===== src/hw/rtl/frlp_pkg.sv =====
`timescale 1ns / 1ps
`default_nettype none

package frlp_pkg;

    localparam int NAME_BYTES_DEF  = 32;
    localparam int LENGTH_BITS_DEF = 32;

    localparam logic [7:0] NEWLINE_CHAR = 8'd10;
    localparam logic [7:0] SPACE_CHAR   = 8'd32;
    localparam logic [7:0] HEADER_MARK  = 8'd62;

    typedef struct packed {
        logic step;
        logic rd_issue;
        logic load_name;
        logic load_len;
    } frlp_cmd_t;

    typedef struct packed {
        logic emit_req;
        logic name_left;
        logic out_last;
    } frlp_status_t;

endpackage

`default_nettype wire


===== src/hw/rtl/frlp_ram.sv =====
`timescale 1ns / 1ps
`default_nettype none

module frlp_ram #(
    parameter int WIDTH = 8,
    parameter int DEPTH = 32
) (
    input  wire logic                                  aclk,
    input  wire logic                                  we,
    input  wire logic [(DEPTH > 1 ? $clog2(DEPTH) : 1)-1:0] waddr,
    input  wire logic [WIDTH-1:0]                      wdata,
    input  wire logic                                  re,
    input  wire logic [(DEPTH > 1 ? $clog2(DEPTH) : 1)-1:0] raddr,
    output logic      [WIDTH-1:0]                      rdata
);

    logic [WIDTH-1:0] mem [DEPTH];

    always_ff @(posedge aclk) begin
        if (we) begin
            mem[waddr] <= wdata;
        end
        if (re) begin
            rdata <= mem[raddr];
        end
    end

endmodule

`default_nettype wire


===== src/hw/rtl/frlp_ctrl.sv =====
`timescale 1ns / 1ps
`default_nettype none

module frlp_ctrl (
    input  wire logic                  aclk,
    input  wire logic                  aresetn,
    input  wire logic                  s_valid,
    output logic                       s_ready,
    output logic                       m_valid,
    input  wire logic                  m_ready,
    output frlp_pkg::frlp_cmd_t        cmd,
    input  wire frlp_pkg::frlp_status_t status
);

    import frlp_pkg::*;

    typedef enum logic [1:0] {
        ST_IDLE,
        ST_READ,
        ST_FETCH,
        ST_SHOW
    } state_t;

    state_t state_reg;
    logic   s_ready_reg;
    logic   m_valid_reg;

    assign s_ready = s_ready_reg;
    assign m_valid = m_valid_reg;

    always_comb begin
        cmd.step      = s_valid && s_ready_reg;
        cmd.rd_issue  = (state_reg == ST_READ) && status.name_left;
        cmd.load_len  = (state_reg == ST_READ) && !status.name_left;
        cmd.load_name = (state_reg == ST_FETCH);
    end

    always_ff @(posedge aclk) begin
        if (!aresetn) begin
            state_reg   <= ST_IDLE;
            s_ready_reg <= 1'b1;
            m_valid_reg <= 1'b0;
        end else begin
            case (state_reg)
                ST_IDLE: begin
                    if (s_valid && s_ready_reg && status.emit_req) begin
                        s_ready_reg <= 1'b0;
                        state_reg   <= ST_READ;
                    end
                end
                ST_READ: begin
                    if (status.name_left) begin
                        state_reg <= ST_FETCH;
                    end else begin
                        m_valid_reg <= 1'b1;
                        state_reg   <= ST_SHOW;
                    end
                end
                ST_FETCH: begin
                    m_valid_reg <= 1'b1;
                    state_reg   <= ST_SHOW;
                end
                ST_SHOW: begin
                    if (m_ready) begin
                        m_valid_reg <= 1'b0;
                        if (status.out_last) begin
                            s_ready_reg <= 1'b1;
                            state_reg   <= ST_IDLE;
                        end else begin
                            state_reg <= ST_READ;
                        end
                    end
                end
                default: begin
                    state_reg   <= ST_IDLE;
                    s_ready_reg <= 1'b1;
                    m_valid_reg <= 1'b0;
                end
            endcase
        end
    end

endmodule

`default_nettype wire


===== src/hw/rtl/frlp_datapath.sv =====
`timescale 1ns / 1ps
`default_nettype none

module frlp_datapath #(
    parameter int NAME_BYTES  = frlp_pkg::NAME_BYTES_DEF,
    parameter int LENGTH_BITS = frlp_pkg::LENGTH_BITS_DEF
) (
    input  wire logic                aclk,
    input  wire logic                aresetn,
    input  wire logic [7:0]          s_text_byte,
    input  wire logic                s_end_of_input,
    input  wire frlp_pkg::frlp_cmd_t cmd,
    output frlp_pkg::frlp_status_t   status,
    output logic                     m_is_length,
    output logic [7:0]               m_name_byte,
    output logic [31:0]              m_record_length,
    output logic                     m_name_truncated,
    output logic                     m_last
);

    import frlp_pkg::*;

    localparam int ADDR_W = (NAME_BYTES > 1) ? $clog2(NAME_BYTES) : 1;
    localparam int CNT_W  = $clog2(NAME_BYTES + 1);
    localparam int SUM_W  = ((LENGTH_BITS > 32) ? LENGTH_BITS : 32) + 1;

    typedef enum logic [1:0] {
        KIND_START,
        KIND_HEADER,
        KIND_SEQ
    } line_kind_t;

    logic [CNT_W-1:0]       name_count_reg,  name_count_next;
    logic                   record_open_reg, record_open_next;
    logic                   pending_reg,     pending_next;
    logic                   trunc_reg,       trunc_next;
    line_kind_t             kind_reg,        kind_next;
    logic                   collect_reg,     collect_next;
    logic [31:0]            line_count_reg,  line_count_next;
    logic                   line_space_reg,  line_space_next;
    logic [LENGTH_BITS-1:0] total_reg,       total_next;

    logic [CNT_W-1:0] emit_cnt_reg;
    logic             emit_trunc_reg;
    logic [31:0]      emit_len_reg;
    logic [CNT_W-1:0] idx_reg;

    logic             emit_req;
    logic             wr_en;
    logic [SUM_W-1:0] sum;
    logic             sum_sat;
    logic [SUM_W-1:0] total_wide;
    logic [31:0]      len_clip;
    logic [7:0]       rdata;

    assign sum        = SUM_W'(total_reg) + SUM_W'(line_count_reg);
    assign sum_sat    = (sum[SUM_W-1:LENGTH_BITS] != '0);
    assign total_wide = SUM_W'(total_reg);
    assign len_clip   = (total_wide[SUM_W-1:32] != '0) ? '1 : total_wide[31:0];

    always_comb begin
        name_count_next  = name_count_reg;
        record_open_next = record_open_reg;
        pending_next     = pending_reg;
        trunc_next       = trunc_reg;
        kind_next        = kind_reg;
        collect_next     = collect_reg;
        line_count_next  = line_count_reg;
        line_space_next  = line_space_reg;
        total_next       = total_reg;
        emit_req         = 1'b0;
        wr_en            = 1'b0;

        if (s_end_of_input) begin
            emit_req         = record_open_reg;
            name_count_next  = '0;
            record_open_next = 1'b0;
            pending_next     = 1'b0;
            trunc_next       = 1'b0;
            kind_next        = KIND_START;
            collect_next     = 1'b0;
            line_count_next  = '0;
            line_space_next  = 1'b0;
            total_next       = '0;
        end else if (s_text_byte == NEWLINE_CHAR) begin
            case (kind_reg)
                KIND_START: begin
                    emit_req = record_open_reg;
                    if (record_open_reg) begin
                        name_count_next  = '0;
                        record_open_next = 1'b0;
                        pending_next     = 1'b0;
                        trunc_next       = 1'b0;
                        total_next       = '0;
                    end
                end
                KIND_HEADER: begin
                    pending_next     = 1'b0;
                    record_open_next = (name_count_reg != '0);
                    total_next       = '0;
                end
                KIND_SEQ: begin
                    if (record_open_reg) begin
                        if (line_space_reg) begin
                            name_count_next  = '0;
                            record_open_next = 1'b0;
                            pending_next     = 1'b0;
                            trunc_next       = 1'b0;
                            total_next       = '0;
                        end else begin
                            total_next = sum_sat ? '1 : sum[LENGTH_BITS-1:0];
                        end
                    end
                end
                default: begin
                end
            endcase
            kind_next       = KIND_START;
            collect_next    = 1'b0;
            line_count_next = '0;
            line_space_next = 1'b0;
        end else if (kind_reg == KIND_START && s_text_byte == HEADER_MARK) begin
            emit_req         = record_open_reg;
            name_count_next  = '0;
            record_open_next = 1'b0;
            trunc_next       = 1'b0;
            total_next       = '0;
            pending_next     = 1'b1;
            collect_next     = 1'b1;
            kind_next        = KIND_HEADER;
        end else if (kind_reg == KIND_HEADER) begin
            if (collect_reg) begin
                if (s_text_byte == SPACE_CHAR) begin
                    collect_next = 1'b0;
                end else if (name_count_reg < CNT_W'(NAME_BYTES)) begin
                    wr_en           = 1'b1;
                    name_count_next = name_count_reg + 1'b1;
                end else begin
                    trunc_next = 1'b1;
                end
            end
        end else begin
            kind_next = KIND_SEQ;
            if (line_count_reg != '1) begin
                line_count_next = line_count_reg + 1'b1;
            end
            if (s_text_byte == SPACE_CHAR) begin
                line_space_next = 1'b1;
            end
        end
    end

    always_ff @(posedge aclk) begin
        if (!aresetn) begin
            name_count_reg  <= '0;
            record_open_reg <= 1'b0;
            pending_reg     <= 1'b0;
            trunc_reg       <= 1'b0;
            kind_reg        <= KIND_START;
            collect_reg     <= 1'b0;
            line_count_reg  <= '0;
            line_space_reg  <= 1'b0;
            total_reg       <= '0;
        end else if (cmd.step) begin
            name_count_reg  <= name_count_next;
            record_open_reg <= record_open_next;
            pending_reg     <= pending_next;
            trunc_reg       <= trunc_next;
            kind_reg        <= kind_next;
            collect_reg     <= collect_next;
            line_count_reg  <= line_count_next;
            line_space_reg  <= line_space_next;
            total_reg       <= total_next;
        end
    end

    // snapshot of the record being emitted, taken before it is cleared
    always_ff @(posedge aclk) begin
        if (cmd.step) begin
            emit_cnt_reg   <= name_count_reg;
            emit_trunc_reg <= trunc_reg;
            emit_len_reg   <= len_clip;
            idx_reg        <= '0;
        end else if (cmd.load_name) begin
            idx_reg <= idx_reg + 1'b1;
        end
    end

    always_ff @(posedge aclk) begin
        if (cmd.load_name) begin
            m_is_length      <= 1'b0;
            m_name_byte      <= rdata;
            m_record_length  <= '0;
            m_name_truncated <= emit_trunc_reg;
            m_last           <= 1'b0;
        end else if (cmd.load_len) begin
            m_is_length      <= 1'b1;
            m_name_byte      <= '0;
            m_record_length  <= emit_len_reg;
            m_name_truncated <= emit_trunc_reg;
            m_last           <= 1'b1;
        end
    end

    frlp_ram #(
        .WIDTH (8),
        .DEPTH (NAME_BYTES)
    ) u_name_ram (
        .aclk  (aclk),
        .we    (cmd.step && wr_en),
        .waddr (name_count_reg[ADDR_W-1:0]),
        .wdata (s_text_byte),
        .re    (cmd.rd_issue),
        .raddr (idx_reg[ADDR_W-1:0]),
        .rdata (rdata)
    );

    always_comb begin
        status.emit_req  = emit_req;
        status.name_left = (idx_reg != emit_cnt_reg);
        status.out_last  = m_last;
    end

endmodule

`default_nettype wire


===== src/hw/rtl/fasta_record_length_parser.sv =====
`timescale 1ns / 1ps
`default_nettype none

// channel  direction  handshake          payload
// s_       in         s_valid/s_ready    s_text_byte, s_end_of_input
// m_       out        m_valid/m_ready    m_is_length, m_name_byte, m_record_length,
//                                        m_name_truncated, m_last
//
// one text word per cycle while no record is being emitted
// a word that closes a record drops s_ready; emission then steps through, per
// name byte, a ram read issue, a registered read load and the word shown, then a
// length load and the length word shown, each word held while m_ready stays low;
// s_ready returns the cycle after the last word
// synchronous active-low reset clears all line and record state

module fasta_record_length_parser #(
    parameter int NAME_BYTES  = frlp_pkg::NAME_BYTES_DEF,
    parameter int LENGTH_BITS = frlp_pkg::LENGTH_BITS_DEF
) (
    input  wire logic        aclk,
    input  wire logic        aresetn,
    input  wire logic        s_valid,
    output logic             s_ready,
    input  wire logic [7:0]  s_text_byte,
    input  wire logic        s_end_of_input,
    output logic             m_valid,
    input  wire logic        m_ready,
    output logic             m_is_length,
    output logic [7:0]       m_name_byte,
    output logic [31:0]      m_record_length,
    output logic             m_name_truncated,
    output logic             m_last
);

    import frlp_pkg::*;

    frlp_cmd_t    cmd;
    frlp_status_t status;

    frlp_ctrl u_ctrl (
        .aclk    (aclk),
        .aresetn (aresetn),
        .s_valid (s_valid),
        .s_ready (s_ready),
        .m_valid (m_valid),
        .m_ready (m_ready),
        .cmd     (cmd),
        .status  (status)
    );

    frlp_datapath #(
        .NAME_BYTES  (NAME_BYTES),
        .LENGTH_BITS (LENGTH_BITS)
    ) u_datapath (
        .aclk             (aclk),
        .aresetn          (aresetn),
        .s_text_byte      (s_text_byte),
        .s_end_of_input   (s_end_of_input),
        .cmd              (cmd),
        .status           (status),
        .m_is_length      (m_is_length),
        .m_name_byte      (m_name_byte),
        .m_record_length  (m_record_length),
        .m_name_truncated (m_name_truncated),
        .m_last           (m_last)
    );

    a_no_input_during_emit: assert property (
        @(posedge aclk) disable iff (!aresetn)
        !(s_ready && m_valid)
    ) else $error("input ready while a result word is pending");

    a_ready_after_last: assert property (
        @(posedge aclk) disable iff (!aresetn)
        (m_valid && m_ready && m_last) |=> (s_ready && !m_valid)
    ) else $error("input not reopened after length word");

    a_length_is_last: assert property (
        @(posedge aclk) disable iff (!aresetn)
        m_valid |-> (m_is_length == m_last)
    ) else $error("length word and last flag disagree");

    a_name_word_zero_length: assert property (
        @(posedge aclk) disable iff (!aresetn)
        (m_valid && !m_is_length) |-> (m_record_length == 32'd0)
    ) else $error("name word carries a length");

endmodule

`default_nettype wire


===== config.mk =====
export PLATFORM = sky130hd
export DESIGN_NAME = fasta_record_length_parser
export DESIGN_NICKNAME = d
export VERILOG_FILES = /design/src/hw/rtl/frlp_pkg.sv /design/src/hw/rtl/frlp_ram.sv /design/src/hw/rtl/frlp_ctrl.sv /design/src/hw/rtl/frlp_datapath.sv /design/src/hw/rtl/fasta_record_length_parser.sv
export SDC_FILE = /design/constraint.sdc
export NUM_CORES = 1
export LEC_CHECK = 0
export BUFFER_PORTS_ARGS = -buffer_cell sky130_fd_sc_hd__clkbuf_2
export CORE_UTILIZATION = 27
export CTS_CLUSTER_DIAMETER = 30
export DETAILED_ROUTE_END_ITERATION = 6
export GPL_TIMING_DRIVEN = 0
export SLEW_MARGIN = 15
export SYNTH_ARGS = -nofsm -noshare
export SYNTH_HDL_FRONTEND = slang
export SYNTH_SLANG_ARGS = --single-unit

===== constraint.sdc =====
create_clock -name aclk -period 2.6 [get_ports aclk]
set_clock_uncertainty 0.15 [all_clocks]
set_input_delay 0.26 -clock aclk [delete_from_list [all_inputs] [get_ports aclk]]
set_output_delay 0.26 -clock aclk [all_outputs]
set_load 0.05 [all_outputs]

==> out/results.txt, run 1 <==
Design Area, Final: 0.0242 sq mm
CTS tree: done
CTS Buffer Depth: 3
Post-synthesis async set-or-reset flop share: 0
First-pass GRT wire length: 69700 um
Post-synthesis register bit count: 431
Worst Setup SP: u_datapath.len_clip[17]
Worst hold-check path type: input pin to flop
Largest net degree at the start of global routing: 37
WP buf/inv: 2
Sequential area share after synthesis: 0.632
Syn Area/Cell: 14.1 sq um
Slew Limit Headroom: 0.442
Gr usage total: 0.130
Critical Path End Type: flop
ANT cells: 0
Row cnt: 95
MaxCap Viol Count: 0
Clk Latency, worst-skew pair: 0.60 ns
Cells after synthesis: 1315
Commonest non-fill, non-tap cell in the layout: edfxtp_1
Crit path DAT: 3.07 ns
Min setup slack post-route: -0.145 ns
Post-synth EDFFs: 312
Top Family by Delay on Critical Path: compound AO/OA/AOI/OAI gates
DR vias/cell: 4.82
VDD IR max: 0.613 mV
Slew at the pin closest to its max-slew limit: 0.837 ns
Worst reg2reg endpoint: u_datapath.len_clip[14]
Die span in y: 265 um
Worst path slowest cell: ha_1
CTS sink cnt: 431
Setup violators final: 26
Remaining global-route overflow: 0
Initial cell density of the core: 0.275
CTS H-tree depth: 3
Synthesized cell area: 0.0186 sq mm
Share of cells above drive strength 1: 0.337
Antenna viol nets, final: 0
Clock Tree Root: clkbuf_16
Commonest cells after routing, fill and taps aside: edfxtp_1, nand2_1, dfxtp_1, nor2_1, mux4_2
NumNets Final: 1559
# IOs: 58
Top_reg_cell synth: edfxtp_1
Data required, critical path: 2.93 ns
TritonCTS Buffers: 74
Leakage: 8.69 nW
PwrDens: 866 mW/mm^2
Worst setup SP type: flop
Synth cell types: 76
Period minus WS final: 2.74 ns
Run status: finished, violations left
Initial antenna violation count: 2
YS warnings: 0
Setup TNS: -3.08 ns
Drt initial violations: 805
Worst setup endpoint: u_datapath.len_clip[14]
Drt pass-1 iters: 5
Critical-path cell list: ha_1 > a211o_1 > a21oi_1 > nand2_1 > a21oi_4 > a21oi_4 > o221a_1 > buf_6 > buf_8 > o21ai_1 > nand2_1
Worst reg-to-reg path cell count: 11
R2R setup slack: -0.14 ns
Design Power: 20.9 mW
IO buf count: 57
Core area: 0.0676 sq mm
Number of global-route vias before repair: 11845
Critical path type: flop to flop
Hold slack: 0.0848 ns
Gp weighted congestion: 0.885
Period utilization: 1.06
Clock-pin slew on the worst setup and hold paths: 0.05 ns
WL/cell: 18.6 um
Max reg flops: 256
DR DRC count: 0
Detail Placement HPWL: 30200 um
Unrepaired setup endpoints after global routing: yes
Slew Viols, Final: 0
Final WL: 45300 um
Largest register by flop count: u_datapath.u_name_ram.mem
Worst-path maximum fanout: 10
Hold Crit Start: s_end_of_input
Failing checks: setup timing
Placed cell area: 0.0201 sq mm
Via Count: 11733
Syn_nets: 1375
Syn-to-layout area delta: 30.0%
Levels on crit path: 11
Fin. Hold Viols: 0
R2r startpoint: u_datapath.len_clip[17]
Fmax: 364 MHz
Horiz. Die Dim: 265 um
Critical path's largest stage delay: 0.39 ns
Die ar.: 0.0700 sq mm
==> stage by stage <==
stage	utilization	std cells	setup WS, ns
floorplan	-	1315	-0.0376
global placement	0.296	2245	-1.07
global route	0.358	2432	-0.256
CTS	0.351	2412	-0.199
detailed placement	0.297	2246	-1.21
finish	0.358	2432	-0.145
==> worst min-delay path by stage <==
| stage | depth (start not counted) | to |
|---|---|---|
| floorplan | 0 | u_datapath.u_name_ram.mem[0][0] |
| global placement | 0 | u_datapath.m_name_truncated |
| detailed placement | 0 | u_datapath.m_name_truncated |
| CTS | 4 | u_datapath.line_count_reg[1] |
| global route | 1 | u_datapath.u_name_ram.mem[14][0] |
| finish | 4 | u_datapath.line_count_reg[1] |
==> logic make-up after synthesis <==
family,Yosys count,synth area share
adder cells (fa/ha/maj),47,0.0320
AND/OR/NAND/NOR,364,0.0947
flip-flops,431,0.632
multiplexers,125,0.122
XOR/XNOR,58,0.0273
AO/OA/AOI/OAI,203,0.0720
buffers and inverters,87,0.0208
==> cells in the mapped netlist (3+ instances only) <==
cell type	number	share of area
edfxtp_1	312	0.50
mux2_2	8	0.0048
or3_1	13	0.0044
clkbuf_1	26	0.0052
dfxtp_1	119	0.13
nand3b_1	3	0.0012
o21ai_1	14	0.0038
o21ai_0	57	0.015
inv_1	27	0.0054
o211ai_1	3	0.0012
and3_1	14	0.0047
nor3b_1	3	0.0012
nand4_1	14	0.0047
and4_1	7	0.0033
a21oi_1	41	0.011
nor3_1	7	0.0019
o31ai_1	4	0.0016
a21boi_1	5	0.0020
o21a_1	6	0.0024
buf_2	22	0.0059
buf_4	4	0.0016
nand2_1	107	0.022
a211o_1	4	0.0019
a211oi_1	6	0.0024
xnor2_1	28	0.013
nor2b_1	6	0.0020
nand3_1	25	0.0067
ha_1	46	0.031
mux4_2	80	0.097
a22oi_1	3	0.0012
a21o_1	13	0.0052
nand2b_1	4	0.0013
mux2i_1	37	0.020
and2_1	15	0.0050
nor4_1	8	0.0027
buf_1	4	0.00081
xor2_1	30	0.014
nor2_1	123	0.025
a31oi_1	12	0.0040
o2111ai_1	3	0.0014
==> timing repair <==
action	in CTS	in global routing
hold buffers	1	0
endpoints found under the setup margin	349	109
hold endpoints to repair	3	0
pin swaps	32	40
gates cloned	1	0
setup buffers	29	24
gates resized for setup	185	92
==> where the power goes <==
group | switching [mW] | internal, mW
clock network | 3.64 | 6.51
registers | 0.261 | 7.85
logic | 1.94 | 0.744
total | 5.84 | 15.1
==> worst register-to-register path, cell delays in order (launching register included) <==
cell and delay, ns:
dfxtp_2 0.34, ha_1 0.39, a211o_1 0.33, a21oi_1 0.21
nand2_1 0.13, a21oi_4 0.22, a21oi_4 0.09, o221a_1 0.27
buf_6 0.17, buf_8 0.15, o21ai_1 0.13, nand2_1 0.06
==> cell type report <==
cell class | count | area (sq um)
fill | 6277 | 43500
sequential | 431 | 11800
multi-input combinational | 797 | 7290
clock buffer | 82 | 1960
tap | 873 | 1090
timing repair buffer | 112 | 830
clock inverter | 54 | 692
buffer | 56 | 415
inverter | 27 | 101
==> metal layers <==
| metal | vias up | routed length (um) | global-route usage | part of all wire |
|---|---|---|---|---|
| met5 | - | 22 | 0 | 0.00049 |
| met2 | 315 | 22200 | 0.217 | 0.49 |
| met4 | 4 | 1210 | 0.0487 | 0.027 |
| met3 | 94 | 2210 | 0.0266 | 0.049 |
| li1 | 5441 | - | - | - |
| met1 | 5879 | 19700 | 0.165 | 0.43 |
Power figures use the tool's default switching activity.
==> inputs of run 2 (changes only) <==
PLACE_DENSITY = 0.52   (was unset)
SYNTH_HIERARCHICAL = 1   (was unset)
==> run 2 against run 1 <==
  * The flow still finishes with violations (setup timing)
  * Worst setup slack worse by 0.20 ns
  * Global-route usage is 1.1 points higher
  * Routed wire length increased by 10%
  * Utilization up 0.92 points
  * Sequential power decreased by 5.2%
  * Maximum frequency decreased by 6.9%
==> out/results.txt, run 2 <==
Run status: finished, violations left
Failing checks: setup timing
Cells after synthesis: 1341
Worst hold-check path type: input pin to flop
Syn-to-layout area delta: 34.6%
Clock Tree Root: clkbuf_16
CTS Buffer Depth: 3
TritonCTS Buffers: 89
WP buf/inv: 3
Die span in y: 265 um
Gr usage total: 0.141
CTS sink cnt: 431
Synth cell types: 73
Largest net degree at the start of global routing: 39
DR vias/cell: 4.85
Design Power: 20.5 mW
Clk Latency, worst-skew pair: 0.63 ns
Core area: 0.0685 sq mm
Period minus WS final: 2.95 ns
First-pass GRT wire length: 74600 um
Slew at the pin closest to its max-slew limit: 1.02 ns
Remaining global-route overflow: 0
IO buf count: 57
Clock-pin slew on the worst setup and hold paths: 0.05 ns
Syn Area/Cell: 13.9 sq um
Commonest non-fill, non-tap cell in the layout: edfxtp_1
Synth top cells by count: edfxtp_1, nor2_1, dfxtp_1
Slew Limit Headroom: 0.318
Hold slack: 0.0377 ns
Die ar.: 0.0702 sq mm
Critical Path End Type: flop
Number of global-route vias before repair: 12170
Max reg flops: 256
Cell with the most instances after synthesis: edfxtp_1
Synth top area cells: edfxtp_1, dfxtp_1, mux4_2
Largest area contributor in the netlist: edfxtp_1
Fin. Hold Viols: 0
Critical path's largest stage delay: 0.36 ns
NumNets Final: 1614
Drt pass-1 iters: 5
Post-synth EDFFs: 312
Period utilization: 1.13
Commonest cells after routing, fill and taps aside: edfxtp_1, nor2_1, dfxtp_1, clkbuf_16, nand2_1
Leakage: 8.67 nW
Detail Placement HPWL: 32400 um
WL/cell: 19.9 um
Min setup slack post-route: -0.347 ns
Worst path slowest cell: fa_2
Horiz. Die Dim: 265 um
Syn_nets: 1399
Setup violators final: 49
Post-synthesis register bit count: 431
Initial antenna violation count: 0
Worst-path maximum fanout: 5
Crit path DAT: 3.29 ns
Antenna viol nets, final: 0
Area share of the largest cell type after synthesis: 0.502
PwrDens: 818 mW/mm^2
YS warnings: 6
Final WL: 50000 um
Data required, critical path: 2.95 ns
Critical-path cell list: ha_4 > fa_2 > a211oi_2 > o211ai_1 > nor4b_4 > o211a_4 > nor4_4 > buf_4 > o31ai_4 > buf_6 > buf_6 > nor3_1 > nor3_1
Via Count: 12188
Drt initial violations: 799
MaxCap Viol Count: 0
Gp weighted congestion: 0.869
Top_reg_cell synth: edfxtp_1
Top Family by Delay on Critical Path: compound AO/OA/AOI/OAI gates
# IOs: 58
Post-synthesis async set-or-reset flop share: 0
CTS H-tree depth: 3
Slew Viols, Final: 0
Row cnt: 96
Synthesized cell area: 0.0187 sq mm
ANT cells: 0
Fill cells: 6471
Largest register by flop count: u_datapath/u_name_ram/mem
VDD IR max: 0.526 mV
Worst setup SP type: flop
Share of cells above drive strength 1: 0.351
Unrepaired setup endpoints after global routing: yes
CTS tree: done
Initial cell density of the core: 0.272
Fmax: 339 MHz
Setup TNS: -10.33 ns
Sequential area share after synthesis: 0.630
Critical path type: flop to flop
DR DRC count: 0
## run 2: changes by cell type after synthesis, sizes merged, moves of 7 or more
cell / previous run / this run
nand2: 107 / 82
nor2: 123 / 143
nor3: 11 / 22
buf: 32 / 23
clkbuf: 28 / 37
o21ai: 73 / 64
a21oi: 43 / 51
a31oi: 13 / 6
## run 2: path summary, 6_finish.rpt
path         depth (start not counted)                          endpoint                         start  slack (ns)
max                                 13           u_datapath/len_clip[30]  u_datapath/line_count_reg[0]       -0.35
min                                  1  u_datapath/u_name_ram/mem[28][0]                s_text_byte[0]        0.04
min reg2reg                          0       u_datapath/m_name_truncated     u_datapath/emit_trunc_reg        0.29
max reg2reg                         13           u_datapath/len_clip[30]  u_datapath/line_count_reg[0]       -0.35
## run 2: cell type report
| cell class | instances | area [sq um] | area share |
|---|---|---|---|
| Tap cell | 882 | 1100 | 0.0440 |
| Sequential cell | 431 | 11800 | 0.470 |
| Inverter | 31 | 119 | 0.00473 |
| Multi-Input combinational cell | 822 | 7500 | 0.299 |
| Clock inverter | 66 | 810 | 0.0322 |
| Clock buffer | 102 | 2300 | 0.0915 |
| Timing Repair Buffer | 130 | 1030 | 0.0409 |
| Buffer | 51 | 450 | 0.0179 |
## run 2: layer usage
layer  vias up  global-route usage  wire (um)
met2       312               0.225      23700
met1      6224               0.192      22900
met4         0              0.0476        865
li1       5584                   -          -
met5         -                   0          0
met3        68              0.0263       2520
## run 2: cells by family (layout without fill, tap and decap cells)
group | Yosys count | count (layout) | synth area share
flops | 431 | 431 | 0.630
compound gates | 197 | 198 | 0.0662
mux | 124 | 124 | 0.121
buf+inv | 91 | 380 | 0.0211
fa+ha+maj | 45 | 45 | 0.0306
xor+xnor | 63 | 63 | 0.0296
simple gates | 390 | 392 | 0.102
## run 2: repair_timing
| action | 4_1_cts | 5_1_grt |
|---|---|---|
| hold endpoints to repair | 8 | 0 |
| pin swaps | 25 | 57 |
| hold buffers | 6 | 0 |
| setup endpoints to repair | 369 | 341 |
| gates cloned | 4 | 2 |
| setup buffers | 34 | 33 |
| resized for setup | 184 | 117 |
## run 2: worst reg2reg max path, cell delays in order (launching register included)
cell and delay, ns:
dfxtp_4 0.35, ha_4 0.17, fa_2 0.37, a211oi_2 0.21
o211ai_1 0.14, nor4b_4 0.16, o211a_4 0.27, nor4_4 0.20
buf_4 0.19, o31ai_4 0.07, buf_6 0.16, buf_6 0.14
nor3_1 0.19, nor3_1 0.09
## run 2: metrics by stage
step / setup WS [ns] / cells / cell area, sq um / utilization
final: -0.347 / 2515 / 25100 / 0.367
after global routing: -0.444 / 2515 / 25100 / 0.367
after CTS: -0.322 / 2484 / 24400 / 0.356
after detailed placement: -1.28 / 2280 / 20200 / 0.296
after global placement: -1.13 / 2280 / 20200 / 0.296
after floorplan: -0.147 / 1341 / 18900 / -
## run 2: where the power goes
group | total, mW | switching [mW] | internal, mW
logic | 1.31 | 1.02 | 0.287
clock network | 11.5 | 3.91 | 7.64
registers | 7.69 | 0.133 | 7.56
